[src/sv/mlpq_pkg.sv]
// Package for the multi-level priority queue.
// Holds the opcode and status codes and the control structs shared by the pointer file and the top level.
package mlpq_pkg;

  // Operation requested by an input transfer.
  typedef enum logic {
    OP_INSERT = 1'b0,
    OP_REMOVE = 1'b1
  } op_e;

  // Completion status reported with every result.
  typedef enum logic [1:0] {
    ST_OK        = 2'd0,
    ST_OVERFLOW  = 2'd1,
    ST_UNDERFLOW = 2'd2
  } status_e;

  // Update request to the per-level pointer file.
  typedef struct packed {
    logic push;
    logic pop;
  } ptr_cmd_t;

  // Occupancy of the currently selected level.
  typedef struct packed {
    logic empty;
    logic full;
  } ptr_stat_t;

endpackage

[src/sv/mlpq_store.sv]
// Entry store of the multi-level priority queue: one write port and one
// registered read port. No dependencies.
module mlpq_store #(
  parameter int ENTRIES = 64,
  parameter int DATA_W  = 32
) (
  input  logic                       clk_i,
  input  logic                       we_i,
  input  logic [$clog2(ENTRIES)-1:0] waddr_i,
  input  logic [DATA_W-1:0]          wdata_i,
  input  logic                       re_i,
  input  logic [$clog2(ENTRIES)-1:0] raddr_i,
  output logic [DATA_W-1:0]          rdata_o
);

  logic [DATA_W-1:0] mem_q [ENTRIES];
  logic [DATA_W-1:0] rdata_q;

  // Synchronous write and registered read; contents are undefined until written.
  always_ff @(posedge clk_i) begin
    if (we_i) begin
      mem_q[waddr_i] <= wdata_i;
    end
    if (re_i) begin
      rdata_q <= mem_q[raddr_i];
    end
  end

  assign rdata_o = rdata_q;

endmodule

[src/sv/mlpq_ptrs.sv]
// Per-level ring pointers and fill counts of the multi-level priority queue.
// Depends on mlpq_pkg for the command and status structs.
module mlpq_ptrs #(
  parameter int LEVELS = 8,
  parameter int DEPTH  = 8
) (
  input  logic                      clk_i,
  input  logic                      rst_ni,
  input  logic [$clog2(LEVELS)-1:0] lvl_i,
  input  mlpq_pkg::ptr_cmd_t        cmd_i,
  output mlpq_pkg::ptr_stat_t       stat_o,
  output logic [$clog2(DEPTH)-1:0]  head_o,
  output logic [$clog2(DEPTH)-1:0]  tail_o
);

  import mlpq_pkg::*;

  localparam int SW = $clog2(DEPTH);
  localparam int CW = $clog2(DEPTH + 1);

  logic [SW-1:0] head_q  [LEVELS];
  logic [SW-1:0] tail_q  [LEVELS];
  logic [CW-1:0] count_q [LEVELS];

  logic [SW-1:0] head_sel;
  logic [SW-1:0] tail_sel;
  logic [CW-1:0] count_sel;

  // Advance a slot index with wrap from the last slot back to zero.
  function automatic logic [SW-1:0] next_slot(input logic [SW-1:0] s);
    logic [SW-1:0] r;
    if (s == SW'(DEPTH - 1)) begin
      r = '0;
    end else begin
      r = s + SW'(1);
    end
    return r;
  endfunction

  // Read the selected level.
  always_comb begin
    head_sel     = head_q[lvl_i];
    tail_sel     = tail_q[lvl_i];
    count_sel    = count_q[lvl_i];
    stat_o.empty = (count_sel == '0);
    stat_o.full  = (count_sel == CW'(DEPTH));
  end

  assign head_o = head_sel;
  assign tail_o = tail_sel;

  // Update the selected level on a push or a pop; reset empties every ring.
  always_ff @(posedge clk_i or negedge rst_ni) begin
    if (!rst_ni) begin
      for (int i = 0; i < LEVELS; i++) begin
        head_q[i]  <= '0;
        tail_q[i]  <= '0;
        count_q[i] <= '0;
      end
    end else begin
      if (cmd_i.push) begin
        tail_q[lvl_i]  <= next_slot(tail_sel);
        count_q[lvl_i] <= count_sel + CW'(1);
      end
      if (cmd_i.pop) begin
        head_q[lvl_i]  <= next_slot(head_sel);
        count_q[lvl_i] <= count_sel - CW'(1);
      end
    end
  end

endmodule

[src/sv/multi_level_priority_queue.sv]
// Top level of the multi-level priority queue: sequencer, level scan and result register.
// Depends on mlpq_pkg, mlpq_ptrs and mlpq_store.
//
// Usage: a command is transferred at a rising edge with start high and busy low.
// opcode_i selects insert (item_in_i goes to the tail of ring priority_req_i) or
// remove (head of the lowest-numbered non-empty ring). Every command gives exactly
// one result: done_o is high for one cycle with item_out_o, from_level_o and status_o.
// The receiver cannot stall the block; a result must be taken in its cycle.
//
// Timing: an insert holds busy while in the insert state, and its result is registered
// as it leaves that state; no new command is taken while busy. A remove scans the
// levels one per cycle from level 0 up, with a single compare on the selected fill count;
// at the first non-empty level it pops that ring and starts the registered store read,
// and the result register takes the entry in the read state.
// A remove on an empty queue scans all LEVELS levels and reports underflow.
// A new command may be transferred in the cycle that the previous result is shown.
//
// Reset: all rings are empty and no result is pending; the entry store is not
// cleared, since an entry is only read after it was written.
module multi_level_priority_queue #(
  parameter int LEVELS = 8,
  parameter int DEPTH  = 8,
  parameter int DATA_W = 32
) (
  input  logic        clk_i,
  input  logic        rst_ni,
  input  logic        start,
  output logic        busy,
  input  logic        opcode_i,
  input  logic [31:0] item_in_i,
  input  logic [2:0]  priority_req_i,
  output logic        done_o,
  output logic [31:0] item_out_o,
  output logic [2:0]  from_level_o,
  output logic [1:0]  status_o
);

  import mlpq_pkg::*;

  localparam int LW      = $clog2(LEVELS);
  localparam int SW      = $clog2(DEPTH);
  localparam int ENTRIES = LEVELS * DEPTH;
  localparam int AW      = $clog2(ENTRIES);

  typedef enum logic [3:0] {
    S_IDLE = 4'b0001,
    S_INS  = 4'b0010,
    S_SCAN = 4'b0100,
    S_READ = 4'b1000
  } state_e;

  state_e            state_q, state_d;
  logic [LW-1:0]     lvl_q, lvl_d;
  logic              bad_q, bad_d;
  logic [DATA_W-1:0] item_q, item_d;
  logic              done_q, done_d;
  logic [31:0]       res_item_q, res_item_d;
  logic [2:0]        res_lvl_q, res_lvl_d;
  status_e           res_st_q, res_st_d;

  ptr_cmd_t          cmd;
  ptr_stat_t         stat;
  logic [SW-1:0]     head;
  logic [SW-1:0]     tail;
  logic              mem_we;
  logic              mem_re;
  logic [AW-1:0]     waddr;
  logic [AW-1:0]     raddr;
  logic [DATA_W-1:0] rdata;
  logic              accept;
  logic              pri_ok;

  assign accept = start && (state_q == S_IDLE);
  assign busy   = (state_q != S_IDLE);
  assign pri_ok = (32'(priority_req_i) < 32'(LEVELS));

  // Ring slot to flat store address.
  assign waddr = AW'(32'(lvl_q) * DEPTH + 32'(tail));
  assign raddr = AW'(32'(lvl_q) * DEPTH + 32'(head));

  // Sequencer: capture the command, then insert or scan for the first non-empty level.
  always_comb begin
    state_d    = state_q;
    lvl_d      = lvl_q;
    bad_d      = bad_q;
    item_d     = item_q;
    done_d     = 1'b0;
    res_item_d = res_item_q;
    res_lvl_d  = res_lvl_q;
    res_st_d   = res_st_q;
    cmd        = '0;
    mem_we     = 1'b0;
    mem_re     = 1'b0;

    unique case (state_q)
      S_IDLE: begin
        if (accept) begin
          item_d = DATA_W'(item_in_i);
          if (opcode_i == OP_REMOVE) begin
            lvl_d   = '0;
            bad_d   = 1'b0;
            state_d = S_SCAN;
          end else begin
            lvl_d   = pri_ok ? LW'(priority_req_i) : '0;
            bad_d   = !pri_ok;
            state_d = S_INS;
          end
        end
      end
      S_INS: begin
        res_item_d = '0;
        res_lvl_d  = '0;
        done_d     = 1'b1;
        state_d    = S_IDLE;
        if (bad_q || stat.full) begin
          res_st_d = ST_OVERFLOW;
        end else begin
          res_st_d = ST_OK;
          cmd.push = 1'b1;
          mem_we   = 1'b1;
        end
      end
      S_SCAN: begin
        if (!stat.empty) begin
          cmd.pop = 1'b1;
          mem_re  = 1'b1;
          state_d = S_READ;
        end else if (lvl_q == LW'(LEVELS - 1)) begin
          res_item_d = '0;
          res_lvl_d  = '0;
          res_st_d   = ST_UNDERFLOW;
          done_d     = 1'b1;
          state_d    = S_IDLE;
        end else begin
          lvl_d = lvl_q + LW'(1);
        end
      end
      S_READ: begin
        res_item_d = 32'(rdata);
        res_lvl_d  = 3'(lvl_q);
        res_st_d   = ST_OK;
        done_d     = 1'b1;
        state_d    = S_IDLE;
      end
      default: begin
        state_d = S_IDLE;
      end
    endcase
  end

  // Control state.
  always_ff @(posedge clk_i or negedge rst_ni) begin
    if (!rst_ni) begin
      state_q <= S_IDLE;
      done_q  <= 1'b0;
    end else begin
      state_q <= state_d;
      done_q  <= done_d;
    end
  end

  // Command and result payload.
  always_ff @(posedge clk_i) begin
    lvl_q      <= lvl_d;
    bad_q      <= bad_d;
    item_q     <= item_d;
    res_item_q <= res_item_d;
    res_lvl_q  <= res_lvl_d;
    res_st_q   <= res_st_d;
  end

  assign done_o       = done_q;
  assign item_out_o   = res_item_q;
  assign from_level_o = res_lvl_q;
  assign status_o     = res_st_q;

  mlpq_ptrs #(
    .LEVELS(LEVELS),
    .DEPTH (DEPTH)
  ) u_ptrs (
    .clk_i (clk_i),
    .rst_ni(rst_ni),
    .lvl_i (lvl_q),
    .cmd_i (cmd),
    .stat_o(stat),
    .head_o(head),
    .tail_o(tail)
  );

  mlpq_store #(
    .ENTRIES(ENTRIES),
    .DATA_W (DATA_W)
  ) u_store (
    .clk_i  (clk_i),
    .we_i   (mem_we),
    .waddr_i(waddr),
    .wdata_i(item_q),
    .re_i   (mem_re),
    .raddr_i(raddr),
    .rdata_o(rdata)
  );

endmodule
[config.mk]
export PLATFORM = sky130hd
export DESIGN_NAME = multi_level_priority_queue
export DESIGN_NICKNAME = d
export VERILOG_FILES = /design/src/sv/mlpq_pkg.sv /design/src/sv/mlpq_store.sv /design/src/sv/mlpq_ptrs.sv /design/src/sv/multi_level_priority_queue.sv
export SDC_FILE = /design/constraint.sdc
export NUM_CORES = 2
export LEC_CHECK = 0
export ABC_AREA = 0
export BUFFER_PORTS_ARGS = -buffer_cell sky130_fd_sc_hd__buf_2
export CORE_UTILIZATION = 30
export DETAILED_ROUTE_END_ITERATION = 6
export GPL_ROUTABILITY_DRIVEN = 0
export PLACE_DENSITY = 0.46
export SETUP_SLACK_MARGIN = 0.3
export SLEW_MARGIN = 20
export SYNTH_ARGS = -nofsm -noshare
export SYNTH_HDL_FRONTEND = slang
export SYNTH_HIERARCHICAL = 1
export SYNTH_SLANG_ARGS = --single-unit
[constraint.sdc]
create_clock -name clk_i -period 5.55 [get_ports clk_i]
set_input_delay 1.11 -clock clk_i [delete_from_list [all_inputs] [get_ports clk_i]]
set_output_delay 1.11 -clock clk_i [all_outputs]
set_load 0.02 [all_outputs]
==> summary.md <==
| Metric | Value |
|---|---|
| GRT Util Overall | 17.4% |
| Max-cap violations | 0 |
| Hold Fails Final Rpt | 0 |
| Leading area contributor after synthesis | edfxtp_1 |
| Vias in the first global route | 42800 |
| Post-synth EDFFs | 2152 |
| CTS Hold Bufs | 0 |
| Total Die Area | 0.288 mm2 |
| Total setup buffers inserted after CTS | 0 |
| Synth Net Count | 3925 |
| Total iterations of the first detailed-routing run | 5 |
| CP max FO | 27 |
| Root buffer cell | clkbuf_16 |
| H-tree levels | 4 |
| Vias per inst | 5.04 |
| Post-Synthesis Cells | 3877 |
| Share of cells above drive strength 1 | 29.9% |
| Worst min path class | primary input to async pin |
| Clock-pin slew on the worst setup and hold paths | 0.06 ns |
| Clk buf depth | 4 |
| Slew margin rel. | 18.8% |
| Post-synth ARST share | 3.80% |
| Skew final | 0.0412 ns |
| Slew Viols, Final | 0 |
| Final setup TNS | 0 ns |
| Synth top area share | 75.3% |
| Kind of start point of the critical path | flop |
| Final core occ | 35.4% |
| Via count | 41600 |
| Tmin final | 4.92 ns |
| Sequential element share of the synthesized area | 77.8% |
| Die Height | 537 um |
| Place WS | 0.412 ns |
| Resized cells post-CTS | 0 |
| Peak VDD IR | 0.000281 V |
| Ports | 78 |
| Most frequent cells after synthesis | 2152 x edfxtp_1, 548 x mux4_2, 175 x nor2_1 |
| Final hold slack | 0.244 ns |
| Total Routed Length | 251 mm |
| Cell Pwr Density | 414 mW/mm2 |
| Starting DRT DRC Count | 4624 |
| DRC | 0 |
| Outcome | completed |
| Ranking of synthesized cells by area | edfxtp_1 75%, mux4_2 14%, dfrtp_1 2.4%, mux2i_1 1.2%, nor2_1 0.77% |
| DRT antenna net count | 0 |
| WL per Instance | 30.4 um |
| Count of final setup violators | 0 |
| Leakage | 31.0 nW |
| Worst skew pair latency | 0.90 ns |
| Nets | 4297 |
| Top-count cell post-synth | edfxtp_1 |
| Clock sinks | 2237 |
| TritonCTS buffer count | 241 |
| Post-Syn Area | 0.0858 mm2 |
| CP required | 6.16 ns |
| Distinct cells, synth | 73 |
| Global-route wire length before repair | 348 mm |
| Core area | 0.285 mm2 |
| FP Rows | 196 |
| Setup ws final | 0.628 ns |
| CTS tree | yes |
| Flops & latches, synth | 2237 |
| Initial antenna violation count | 33 |
| Worst path arrival time | 5.53 ns |
| YS warnings | 6 |
| Tcrit/Tclk final | 88.7% |
| Area grow syn2layout | 17.6% |
| Most common flop cell mapped by yosys | edfxtp_1 |
| Port Buf Inserts | 77 |
| Unrepaired setup endpoints after global routing | no |
| Largest net degree at the start of global routing | 73 |
| Crit. End Element | flop |
| Initial Util | 30.1% |
| Setup CP Type | flop to flop |
| Die extent in x | 537 um |
| Mapped Avg Cell Area | 22.1 um2 |
| HPWL Detailed | 138 mm |
| Total congestion overflow | 0 |
| Max Fclk | 0.203 GHz |
| Least-Margin Pin Slew | 1.21 ns |
## path summary, 6_finish.rpt
path | startpoint | end | slack [ns] | cells after the start
max | lvl_q[0]$_DFFE_PP_ | u_store/rdata_o[18]$_DFFE_PP_ | 0.63 | 11
min | rst_ni | u_ptrs/count_q[0]$_DFF_PN0_ | 0.24 | 1
max reg2reg | lvl_q[0]$_DFFE_PP_ | u_store/rdata_o[18]$_DFFE_PP_ | 0.63 | 11
min reg2reg | u_ptrs/head_q[12]$_DFFE_PN0P_ | u_ptrs/head_q[12]$_DFFE_PN0P_ | 0.48 | 2
max in group asynchronous | rst_ni | state_q[0]$_DFFE_PN1P_ | 4.31 | 2
min in group clk_i | item_in_i[5] | item_q[5]$_DFFE_PP_ | 0.40 | 1
## state kept, by name, summed over array words and instances (netlist names)
register         flops
u_store/mem_q     2048
item_out_o          32
item_q              32
u_ptrs/count_q      32
u_store/rdata_o     32
u_ptrs/head_q       24
u_ptrs/tail_q       24
state_q              4
from_level_o         3
lvl_q                3
status_o             2
done_o               1
## critical path, stage by stage (launching register included)
cell and delay, ns:
edfxtp_1 0.71, nand2b_1 0.33, nor2_1 0.57, a22oi_1 0.19, nand4_1 0.17, buf_12 0.21, buf_4 0.47, mux4_2 0.59
mux2i_2 0.48, nand2_1 0.11, a31oi_1 0.68, nor2_1 0.07
## report_power, final
group	internal [mW]	total (mW)	switching, mW
combinational	2.79	6.76	3.96
sequential	19.1	19.3	0.164
clock	9.19	15.8	6.59
## cell type report
type / instances / area (um2)
flip-flops and latches: 2237 / 66800
fillers: 26400 / 184000
inverters: 23 / 86.3
multi-input cells: 1414 / 18500
clock buffers: 322 / 6430
well taps: 3762 / 4710
clock inverters: 114 / 1190
repair buffers: 332 / 3080
diodes: 61 / 153
## layout by cell type, fill, tap and decap left out, drive strengths merged, types with 4 or more instances in the layout
cell type	synthesis	routed
nand3	10	10
a221oi	10	10
o221ai	29	29
nor2	180	180
edfxtp	2152	2152
or3b	8	8
clkinv	0	81
nand2b	12	12
a22oi	28	28
nor2b	26	26
a211oi	10	10
mux2i	101	101
clkbuf	84	322
a41o	4	4
nand4	5	5
and3	5	5
dfrtp	84	84
a21oi	94	94
bufinv	0	24
a311oi	10	10
nand2	74	74
buf	119	332
nand3b	6	6
inv	23	31
and2	39	39
o21ai	27	27
diode	0	61
mux4	548	548
o32ai	6	6
mux2	36	36
or2	7	7
nor3	11	11
o22ai	85	85
ha	9	9
o21bai	5	5
## cell families (layout without fill, tap and decap cells)
| group | after synthesis | count (layout) | share of synthesized area [%] |
|---|---|---|---|
| buffers and inverters | 226 | 791 | 1.28 |
| xor gates and xnor gates | 3 | 3 | 0.0306 |
| other | 0 | 61 | 0 |
| adders and majority gates | 9 | 9 | 0.131 |
| muxes | 685 | 685 | 16.1 |
| AOI/OAI and AO/OA | 322 | 322 | 2.52 |
| and+or+nand+nor | 395 | 395 | 2.23 |
| DFF | 2237 | 2237 | 77.8 |
## per-layer routing
metal | global-route usage [%] | routed length [um] | vias to the layer above
li1 | - | - | 17200
met1 | 24.9 | 111000 | 22700
met2 | 26.6 | 115000 | 1381
met3 | 3.25 | 17100 | 349
met4 | 5.88 | 7960 | 12
met5 | 0 | 80 | -
## through the flow
step	cells	power [mW]	instance area [um2]
floorplan	3877	23.8	85900
global placement	7768	26.4	93200
detailed placement	7768	26.5	93200
CTS	8204	42.3	101000
global route	8258	43.3	101000
finish	8265	41.8	101000
Power figures use the tool's default switching activity.
